### config.mk
export PLATFORM = sky130hd
export DESIGN_NAME = sstf_cell
export DESIGN_NICKNAME = d
export VERILOG_FILES = /design/src/rtl/sstf_pkg.sv /design/src/rtl/sstf_cell.sv
export SDC_FILE = /design/constraint.sdc
export NUM_CORES = 1
export LEC_CHECK = 0
export BUFFER_PORTS_ARGS = -buffer_cell sky130_fd_sc_hd__buf_2
export CORE_UTILIZATION = 52
export DETAILED_ROUTE_END_ITERATION = 10
export HOLD_SLACK_MARGIN = 0.02
export PLACE_DENSITY = 0.81
export SYNTH_ARGS = -nofsm -noshare
export SYNTH_HDL_FRONTEND = slang
export SYNTH_SLANG_ARGS = --single-unit
### constraint.sdc
create_clock -name clk -period 5.3 [get_ports clk]
set_input_delay 0.265 -clock clk [delete_from_list [all_inputs] [get_ports clk]]
set_output_delay 0.265 -clock clk [all_outputs]
set_load 0.005 [all_outputs]
### src/rtl/sstf_pkg.sv
// Package: sizes, codes and transaction types for the SSTF disk scheduler.
package sstf_pkg;

  // Store depth and used track width
  localparam int MAX_REQUESTS = 32;
  localparam int TRACK_BITS   = 16;

  // External field widths
  localparam int FIELD_W = 16;
  localparam int SUM_W   = 22;

  // Track bits that actually reach the datapath (input field is 16 bits)
  localparam int TRK_W = (TRACK_BITS < FIELD_W) ? TRACK_BITS : FIELD_W;
  // Cell index width and stored-count width
  localparam int IDX_W = (MAX_REQUESTS > 1) ? $clog2(MAX_REQUESTS) : 1;
  localparam int CNT_W = $clog2(MAX_REQUESTS + 1);

  // Request type codes
  localparam logic REQ_LOAD = 1'b0;
  localparam logic REQ_RUN  = 1'b1;

  typedef struct packed {
    logic               req_type;
    logic [FIELD_W-1:0] track;
  } in_item_t;

  typedef struct packed {
    logic [FIELD_W-1:0] serviced_track;
    logic [FIELD_W-1:0] seek_distance;
    logic [SUM_W-1:0]   seek_total;
    logic               last;
  } out_item_t;

  // Best candidate handed from cell to cell during a scan
  typedef struct packed {
    logic             found;
    logic [IDX_W-1:0] idx;
    logic [TRK_W-1:0] track;
    logic [TRK_W-1:0] gap;
  } cand_t;

  // Broadcast controls from the sequencer to every cell
  typedef struct packed {
    logic             clear;
    logic             mark;
    logic [IDX_W-1:0] mark_idx;
    logic [TRK_W-1:0] head;
    logic [TRK_W-1:0] load_track;
  } cell_ctl_t;

endpackage

### src/rtl/sstf_cell.sv
// One request cell: holds a track and its marks, and passes on the nearest candidate.
module sstf_cell
  import sstf_pkg::*;
(
  input  logic             clk,
  input  logic             rst_n,
  input  cell_ctl_t        ctl,
  input  logic             load_sel,
  input  logic [IDX_W-1:0] cell_idx,
  input  cand_t            cand_in,
  output cand_t            cand_out
);

  logic [TRK_W-1:0] track_r;
  logic             occ_r;
  logic             done_r;
  cand_t            cand_r;
  cand_t            cand_nxt;
  logic [TRK_W-1:0] gap;
  logic             take;

  // Distance from the head to this cell's request
  assign gap = (ctl.head >= track_r) ? (ctl.head - track_r) : (track_r - ctl.head);

  // Strictly nearer wins, so an earlier cell keeps a tie
  assign take = occ_r && !done_r && (!cand_in.found || (gap < cand_in.gap));

  always_comb begin
    cand_nxt = cand_in;
    if (take) begin
      cand_nxt.found = 1'b1;
      cand_nxt.idx   = cell_idx;
      cand_nxt.track = track_r;
      cand_nxt.gap   = gap;
    end
  end

  // Occupancy, serviced mark and candidate stage
  always_ff @(posedge clk) begin
    if (!rst_n) begin
      occ_r  <= 1'b0;
      done_r <= 1'b0;
      cand_r <= '0;
    end else begin
      cand_r <= cand_nxt;
      if (ctl.clear) begin
        occ_r  <= 1'b0;
        done_r <= 1'b0;
      end else begin
        if (load_sel) begin
          occ_r <= 1'b1;
        end
        if (ctl.mark && (ctl.mark_idx == cell_idx)) begin
          done_r <= 1'b1;
        end
      end
    end
  end

  // Stored track
  always_ff @(posedge clk) begin
    if (load_sel) begin
      track_r <= ctl.load_track;
    end
  end

  assign cand_out = cand_r;

endmodule

==> flow_summary.yaml, run 1 <==
run_status:
  status: "complete, no violations"
setup_path:
  cp-start-kind: "flop"
  cp_slowest_cell: "o21ai_4"
  critical-path-max-stage-delay_ns: 0.58
  crit_type: "flop to flop"
  reg2reg_from: "track_r[9]"
  cp.depth: 16
  crit_arrival_ns: 4.98
  cp_max_fo: 35
  worstPathBufferInverterCount: 1
  startpoint: "track_r[9]"
  critPathRequiredTime_ns: 5.52
  cpLargestDelayFamily: "compound AO/OA/AOI/OAI gates"
  reg2reg_to: "cand_out[2]"
  cp-endpoint: "cand_out[2]"
  endpoint_kind: "flop"
  r2r_cells: 16
  ff2ff_setup_slack_ns: 0.55
  cp_cell_sequence: "ha_1 > a21oi_1 > o21ai_1 > a21oi_2 > o21ai_4 > mux2_2 > xnor2_2 > ha_1 > a211oi_1 > o21ai_0 > a221o_1 > a21oi_1 > and2_1 > buf_4 > nor3_1 > a31o_2"
synthesis:
  syn-mean-instance-area_sq_um: 8.65
  synth_area_sq_um: 3900
  ys.flop_type: "dfxtp_1"
  synth-seq-cells: 56
  synthArstFlopShare_pct: 0
  yosysSeqAreaShare_pct: 32.8
  synth_top_cell_by_area: "dfxtp_1"
  synth.most_common_cell: "nand2_1"
  yosysWarnings: 0
  netlist.area_leader.share_pct: 20.5
  synth_common_cells: "55 x nand2_1, 53 x inv_1, 48 x a21oi_1"
  synth_nets: 584
  synthCells: 451
  synth.area.top_cells: "dfxtp_1 21%, ha_1 15%, edfxtp_1 12%"
  synth_cell_types: 55
  synth_edf_count: 16
floorplan:
  ioPinCount: 123
  start_util_pct: 53.8
  core-area_sq_um: 7250
  die_w_um: 88.6
  die_h_um: 88.6
  dieArea_sq_um: 7850
  rows: 31
sta:
  period_needed_ns: 4.75
  hold_slack_ns: 0.114
  setup_ws_ns: 0.546
  finalHoldViolCount: 0
  fin_crit_sh_pct: 89.7
  finClkSkew_ns: 0.00516
  setup-violations-final: 0
  slew_headroom_pct: 23.8
  drv_slew: 0
  rsz0062_at_grt: "false"
  tightest_slew_ns: 1.14
  clock.fmax_mhz: 210
  fin_tns_setup_ns: 0
power_and_ir_drop:
  max-vdd-ir-drop_mv: 0.141
  p_leak_nw: 2.39
  power.total_mw: 1.23
  powerDensity_nw_per_um2: 266
worst_hold_path:
  hold_path.startpoint: "ctl[6]"
  hold_path_class: "input pin to flop"
  min_path_cells: 1
place:
  placed_cell_area_sq_um: 4520
  dp_cells: 652
  gp_congestion: 0.900
  dpl.hpwl_mm: 7.42
  port_buffers: 122
  pre_cts_ws_ns: 0.622
clock_tree:
  postCtsSetupRepairBufs: 0
  clock_latency_ns: 0.32
  cts_tree: "built"
  clockBufferDepth: 2
  cts_root_buf: "clkbuf_8"
  cts.sinks: 56
  clkTransAtPathRegs_ns: 0.11
  cts_resized: 0
  htreeDepth: 2
  cts_hold_buf: 0
  cts_made_buffers: 5
layout:
  final_cells: 660
  fin_nets: 693
  drive_above_1_share_pct: 25.8
  fin_area_sq_um: 4630
  area_delta_synth_final_pct: 18.8
  diodes: 0
  final_util_pct: 63.9
run:
  maxCapViolations: 0
detailed_routing:
  first_pass_iters: 6
  finalWirelength_mm: 9.72
  route.antenna.remaining_nets: 0
  drc: 0
  drtIter0Drc: 167
  wl_per_cell_um: 14.7
  vias: 3525
  via_per_inst: 5.34
global_routing:
  grt.total_usage_pct: 24.9
  grt_max_degree: 38
  grt_overflow: 0
  antenna_found_initial: 0
  grt_first_pass_wirelength_mm: 15.1
  grt_pass1_vias: 3263
## power by group
group	switching [mW]	leakage (nW)	internal [mW]	total [mW]
logic	0.264	1.84	0.202	0.466
clock network	0.153	0.0573	0.124	0.278
registers	0.0129	0.490	0.475	0.488
## kinds of logic after synthesis
| logic type | synth area share (%) |
|---|---|
| muxes | 3.40 |
| and+or+nand+nor | 11.4 |
| AOI/OAI and AO/OA | 24.0 |
| adders and majority gates | 15.8 |
| buffers and inverters | 8.34 |
| DFF | 32.8 |
| xor gates and xnor gates | 4.23 |
## final cells by class
type                            instances  area, sq um
Fill cell                             653         2620
Multi-Input combinational cell        320         2290
Sequential cell                        56         1280
Timing Repair Buffer                  124          626
Inverter                               53          199
Tap cell                               99          124
Clock buffer                            6         93.8
Clock inverter                          2         15.0
## worst register-to-register path: cells and delay by family, from the launching register on
kind                     cells  cell delay [ns]
multiplexers                 1             0.44
AO/OA/AOI/OAI                9             2.23
flip-flops                   1             0.44
adder cells (fa/ha/maj)      2             0.82
buffers and inverters        1             0.34
AND/OR/NAND/NOR              2             0.25
XOR/XNOR                     1             0.14
## flip-flops by register name (all words and copies together) (netlist names)
| name | cells |
|---|---|
| cand_out | 38 |
| occ_r | 1 |
| done_r | 1 |
| track_r | 16 |
## worst min-delay path by stage
stage | end | slack, ns
detailed placement | track_r[6] | 0.44
finish | track_r[6] | 0.11
global placement | track_r[8] | 0.44
CTS | track_r[6] | 0.11
global route | done_r | 0.11
floorplan | done_r | 0.34
## routing by layer
metal / part of all wire [%] / routed length [um] / track usage, % / vias up
met4: 1.2 / 119 / 5.72 / 0
met5: 0 / 0 / 0 / -
met1: 45 / 4380 / 32.6 / 1592
met2: 48 / 4650 / 43.0 / 145
li1: - / - / - / 1774
met3: 5.8 / 566 / 4.01 / 14
## cell usage in the layout (no fill, tap or decap), types with 6 or more instances in the layout
master / instances
buf_2: 122
nand2_1: 55
inv_1: 53
a21oi_1: 48
ha_1: 46
dfxtp_1: 40
o21ai_0: 24
edfxtp_1: 16
a21o_1: 12
nor2_1: 12
mux2i_1: 11
o21a_1: 10
xnor2_1: 10
xor2_1: 7
nand2b_1: 6
Power figures use the tool's default switching activity.
==> inputs of run 2 (changes only) <==
Settings changed: ABC_AREA set to 1, CORE_UTILIZATION 52 to 54, HOLD_SLACK_MARGIN 0.02 to 0.12, PLACE_DENSITY 0.81 to 0.82.
==> run 2 against run 1 <==
Die area up 14%. Routed wire length rose by 22%. Clock-buffer cell count is 1 lower. Design area increased by 18%. Critical path depth increased by 6. Clock power decreased by 6%. Core utilization is 2.6 points higher.
==> flow_summary.yaml, run 2 <==
detailed_routing:
  route.antenna.remaining_nets: 0
  finalWirelength_mm: 11.9
  vias: 4710
  drc: 0
  via_per_inst: 5.01
  first_pass_iters: 5
  wl_per_cell_um: 12.6
  drtIter0Drc: 231
sta:
  fin_tns_setup_ns: 0
  finClkSkew_ns: 0.00831
  rsz0062_at_grt: "false"
  setup-violations-final: 0
  finalHoldViolCount: 0
  drv_slew: 0
  period_needed_ns: 4.02
  slew_headroom_pct: 51.2
  tightest_slew_ns: 0.731
  clock.fmax_mhz: 248
  fin_crit_sh_pct: 75.9
setup_path:
  cp-start-kind: "flop"
  cp.depth: 22
  r2r_cells: 22
  cp_slowest_cell: "ha_1"
  cp_max_fo: 51
  endpoint_kind: "flop"
  worstPathBufferInverterCount: 3
  critPathRequiredTime_ns: 5.54
  cpLargestDelayFamily: "simple AND/OR/NAND/NOR gates"
  crit_type: "flop to flop"
  cp_common_cell: "nand2_1"
  cp_cell_sequence: "ha_1 > nand2_1 > nor2_1 > and2_1 > nand2_1 > nand2_1 > nand2_1 > nand3_1 > nand2_1 > ha_1 > nand2_1 > inv_1 > nand3_1 > nor3_1 > nand2_1 > nand2_1 > nand2_1 > buf_4 > nand2_1 > buf_4 > nand2_1 > a21oi_1"
  critical-path-max-stage-delay_ns: 0.54
  crit_arrival_ns: 4.26
floorplan:
  ioPinCount: 123
  dieArea_sq_um: 8940
  core-area_sq_um: 8260
  die_h_um: 94.5
  die_w_um: 94.5
  start_util_pct: 56.0
  rows: 33
clock_tree:
  cts_resized: 0
  cts.sinks: 56
  postCtsSetupRepairBufs: 0
  cts_tree: "built"
  clkTransAtPathRegs_ns: 0.11
  cts_hold_buf: 15
  cts_made_buffers: 5
  clock_latency_ns: 0.32
  clockBufferDepth: 2
  cts_root_buf: "clkbuf_8"
  htreeDepth: 2
global_routing:
  grt_pass1_vias: 4268
  grt_first_pass_wirelength_mm: 19.0
  grt_max_degree: 52
  grt.total_usage_pct: 27.4
  antenna_found_initial: 0
  grt_overflow: 0
synthesis:
  synth_common_cells: "243 x nand2_1, 121 x inv_1, 66 x nand3_1"
  ys.flop_type: "dfxtp_1"
  synth_cell_types: 38
  yosysSeqAreaShare_pct: 27.7
  syn-mean-instance-area_sq_um: 6.52
  netlist.area_leader.share_pct: 19.7
  yosysWarnings: 0
  synthArstFlopShare_pct: 0
  synthCells: 709
  synth_top_cell_by_area: "nand2_1"
  synth_area_sq_um: 4620
  synth-seq-cells: 56
  synth.most_common_cell: "nand2_1"
  synth_edf_count: 16
  synth_nets: 842
  synth.area.top_cells: "nand2_1 20%, dfxtp_1 17%, ha_1 12%"
layout:
  nFillCells: 769
  layout_common_cells: "243 x nand2_1, 122 x buf_2, 121 x inv_1"
  layout_commonest_cell: "nand2_1"
  multiInputGateArea_sq_um: 2720
  regArea_sq_um: 1280
  diodes: 0
  fin_nets: 967
  final_util_pct: 66.4
  largest_register_ff_count: 38
  area_delta_synth_final_pct: 18.7
  drive_above_1_share_pct: 19.3
worst_hold_path:
  hold_path_class: "input pin to flop"
  min_path_cells: 1
place:
  dpl.hpwl_mm: 9.43
  gp_congestion: 0.959
  port_buffers: 122
power_and_ir_drop:
  power.total_mw: 1.32
  powerDensity_nw_per_um2: 240
  p_leak_nw: 3.24
  max-vdd-ir-drop_mv: 0.137
run_status:
  status: "complete, no violations"
run:
  maxCapViolations: 0
run 2: power by group:
| group | internal [mW] | switching (mW) | leakage (nW) |
|---|---|---|---|
| Clock | 0.0979 | 0.162 | 0.0504 |
| Combinational | 0.217 | 0.350 | 2.70 |
| Sequential | 0.475 | 0.0145 | 0.490 |
run 2: kinds of logic (layout without fill, tap and decap cells):
group / after synthesis / count (layout) / share of synthesized area, %
adders and majority gates: 48 / 48 / 13.3
and+or+nand+nor: 385 / 385 / 35.5
AOI/OAI and AO/OA: 54 / 54 / 6.77
xor gates and xnor gates: 17 / 17 / 3.22
DFF: 56 / 56 / 27.7
buffers and inverters: 149 / 275 / 13.5
run 2: final timing paths:
kind / from / end / slack, ns
hold / removal: ctl[0] / track_r[0] / 0.13
hold reg to reg: done_r / done_r / 0.50
setup / recovery: track_r[9] / cand_out[33] / 1.28
setup reg to reg: track_r[9] / cand_out[33] / 1.28
run 2: layer usage:
metal	vias up	routed length, um	track usage [%]
met5	-	0	0
met4	0	180	7.07
met3	15	618	4.11
met2	152	5900	49.9
met1	2110	5180	33.5
li1	2433	-	-
run 2: through the flow:
stage          cells  area, sq um  hold slack, ns  setup WS (ns)
6_report         940         5490           0.131           1.28
5_1_grt          940         5490           0.120          0.890
4_1_cts          940         5490           0.123           1.29
3_5_place_dp     917         5240           0.443           1.33
3_3_place_gp     917         5240           0.442           1.40
2_1_floorplan    709         4620           0.364           2.12
run 2: layout make-up:
| type | count | area share (%) |
|---|---|---|
| sequential | 56 | 23.4 |
| timing repair buffer | 140 | 14.3 |
| clock inverter | 3 | 0.456 |
| tap | 105 | 2.39 |
| multi-input combinational | 504 | 49.5 |
| inverter | 127 | 8.73 |
| clock buffer | 5 | 1.25 |
run 2: worst register-to-register path, cell delays in order (launching register included):
cell	delay [ns]
edfxtp_1	0.45
ha_1	0.54
nand2_1	0.21
nor2_1	0.31
and2_1	0.22
nand2_1	0.08
nand2_1	0.08
nand2_1	0.05
nand3_1	0.08
nand2_1	0.08
ha_1	0.28
nand2_1	0.05
inv_1	0.06
nand3_1	0.09
nor3_1	0.15
nand2_1	0.07
nand2_1	0.09
nand2_1	0.05
buf_4	0.21
nand2_1	0.09
buf_4	0.43
nand2_1	0.11
a21oi_1	0.17
==> inputs of run 3 (changes only) <==
Clock period 5.3 ns to 3.9 ns, I/O delays scaled along.
==> run 3 against run 2 <==
Sequential cell count unchanged. Routed wire length is 13% higher. Critical endpoint is now cand_out[22]. Via count is 3.4% higher. Largest cell class unchanged. Core utilization rose by 2.8 points. Non-clock buffer count rose by 20. Sequential share of layout area shrank 0.95 points. Clock-buffer cell count unchanged.
==> flow_summary.yaml, run 3 (synthesis results as in run 2) <==
run_status:
  status: "complete, no violations"
layout:
  layout_common_cells: "242 x nand2_1, 122 x buf_2, 121 x inv_1"
  nFillCells: 719
  largest_register_ff_count: 38
  drive_above_1_share_pct: 19.4
  layout_commonest_cell: "nand2_1"
  area_delta_synth_final_pct: 23.7
  diodes: 0
  fin_nets: 987
detailed_routing:
  via_per_inst: 5.07
  vias: 4868
  drtIter0Drc: 257
  first_pass_iters: 5
  finalWirelength_mm: 13.4
  route.antenna.remaining_nets: 0
  drc: 0
  wl_per_cell_um: 14.0
sta:
  clock.fmax_mhz: 280
  drv_slew: 0
  rsz0062_at_grt: "false"
  tightest_slew_ns: 0.747
  slew_headroom_pct: 50.1
  hold_slack_ns: 0.116
  period_needed_ns: 3.57
  fin_tns_setup_ns: 0
  finClkSkew_ns: 0.0124
  fin_crit_sh_pct: 91.5
  finalHoldViolCount: 0
  setup-violations-final: 0
setup_path:
  cp-start-kind: "flop"
  crit_type: "flop to flop"
  cp_max_fo: 23
  crit_arrival_ns: 3.81
  critPathRequiredTime_ns: 4.15
  r2r_cells: 24
  endpoint_kind: "flop"
floorplan:
  die_h_um: 94.5
  start_util_pct: 56.0
  rows: 33
  die_w_um: 94.5
  ioPinCount: 123
  core-area_sq_um: 8260
  dieArea_sq_um: 8940
global_routing:
  grt_first_pass_wirelength_mm: 20.9
  antenna_found_initial: 0
  grt_pass1_vias: 4641
  grt_max_degree: 46
  grt_overflow: 0
  grt.total_usage_pct: 30.1
place:
  port_buffers: 122
  dpl.hpwl_mm: 10.1
  gp_congestion: 0.981
worst_hold_path:
  hold_path_class: "input pin to flop"
  min_path_cells: 3
power_and_ir_drop:
  p_leak_nw: 3.34
  max-vdd-ir-drop_mv: 0.195
  powerDensity_nw_per_um2: 320
run:
  maxCapViolations: 0
clock_tree:
  htreeDepth: 2
  postCtsSetupRepairBufs: 0
  cts_made_buffers: 5
  cts_root_buf: "clkbuf_8"
  clkTransAtPathRegs_ns: 0.11
  clockBufferDepth: 2
  cts.sinks: 56
  clock_latency_ns: 0.33
  cts_tree: "built"
run 3: repair_timing:
action,CTS,global route
endpoints found under the setup margin,0,34
gates resized for setup,0,4
endpoints found under the hold margin,31,1
hold buffers,31,1
run 3: final timing paths:
check	end	from	slack, ns
min reg2reg	occ_r	occ_r	0.51
min	cand_out[36]	cand_in[36]	0.12
max	cand_out[22]	track_r[0]	0.33
max reg2reg	cand_out[22]	track_r[0]	0.33
run 3: layout make-up:
class                      count  area [sq um]  area share [%]
clock buffer                   5          68.8            1.20
sequential                    56          1280            22.4
multi-input combinational    504          2720            47.6
inverter                     127           482            8.42
tap                          105           131            2.30
clock inverter                 3          22.5           0.394
timing repair buffer         160          1010            17.7
run 3: worst max-delay path, cell delays in order, from the launching register on:
cell      delay, ns
edfxtp_1       0.40
ha_1           0.17
inv_1          0.08
fa_2           0.39
nand3_1        0.09
nand3_1        0.11
nand2_1        0.14
nand3_2        0.10
nand2_4        0.09
nand2_8        0.12
inv_6          0.14
nand2_1        0.06
nand2_1        0.10
inv_2          0.05
ha_1           0.28
nand2_1        0.07
o21bai_1       0.15
a21oi_1        0.12
nor2_1         0.05
nand2_1        0.08
nand2_1        0.10
nand2_2        0.16
buf_12         0.19
nand2_1        0.09
a21oi_1        0.13
run 3: through the flow:
| stage | setup WS (ns) | instance area [sq um] | util (%) | power (mW) | instances |
|---|---|---|---|---|---|
| 6_report | 0.333 | 5720 | 69.2 | 1.83 | 960 |
| 3_3_place_gp | 0.386 | 5270 | 63.8 | 1.42 | 919 |
| 3_5_place_dp | 0.308 | 5270 | 63.8 | 1.44 | 919 |
| 2_1_floorplan | 0.721 | 4620 | - | 1.23 | 709 |
| 5_1_grt | 0.0228 | 5720 | 69.2 | 1.96 | 960 |
| 4_1_cts | 0.259 | 5670 | 68.7 | 1.82 | 958 |
run 3: per-layer routing:
| metal | track usage (%) | up-vias | wire, um |
|---|---|---|---|
| met5 | 0 | - | 0 |
| met4 | 9.60 | 0 | 213 |
| li1 | - | 2473 | - |
| met1 | 36.6 | 2224 | 5830 |
| met2 | 54.3 | 154 | 6750 |
| met3 | 4.35 | 17 | 639 |
run 3: power by group:
| group | leakage (nW) | switching [mW] | total, mW | internal (mW) |
|---|---|---|---|---|
| clock network | 0.0485 | 0.225 | 0.355 | 0.130 |
| registers | 0.490 | 0.0201 | 0.666 | 0.646 |
| logic | 2.80 | 0.493 | 0.810 | 0.317 |
| total | 3.34 | 0.738 | 1.83 | 1.09 |
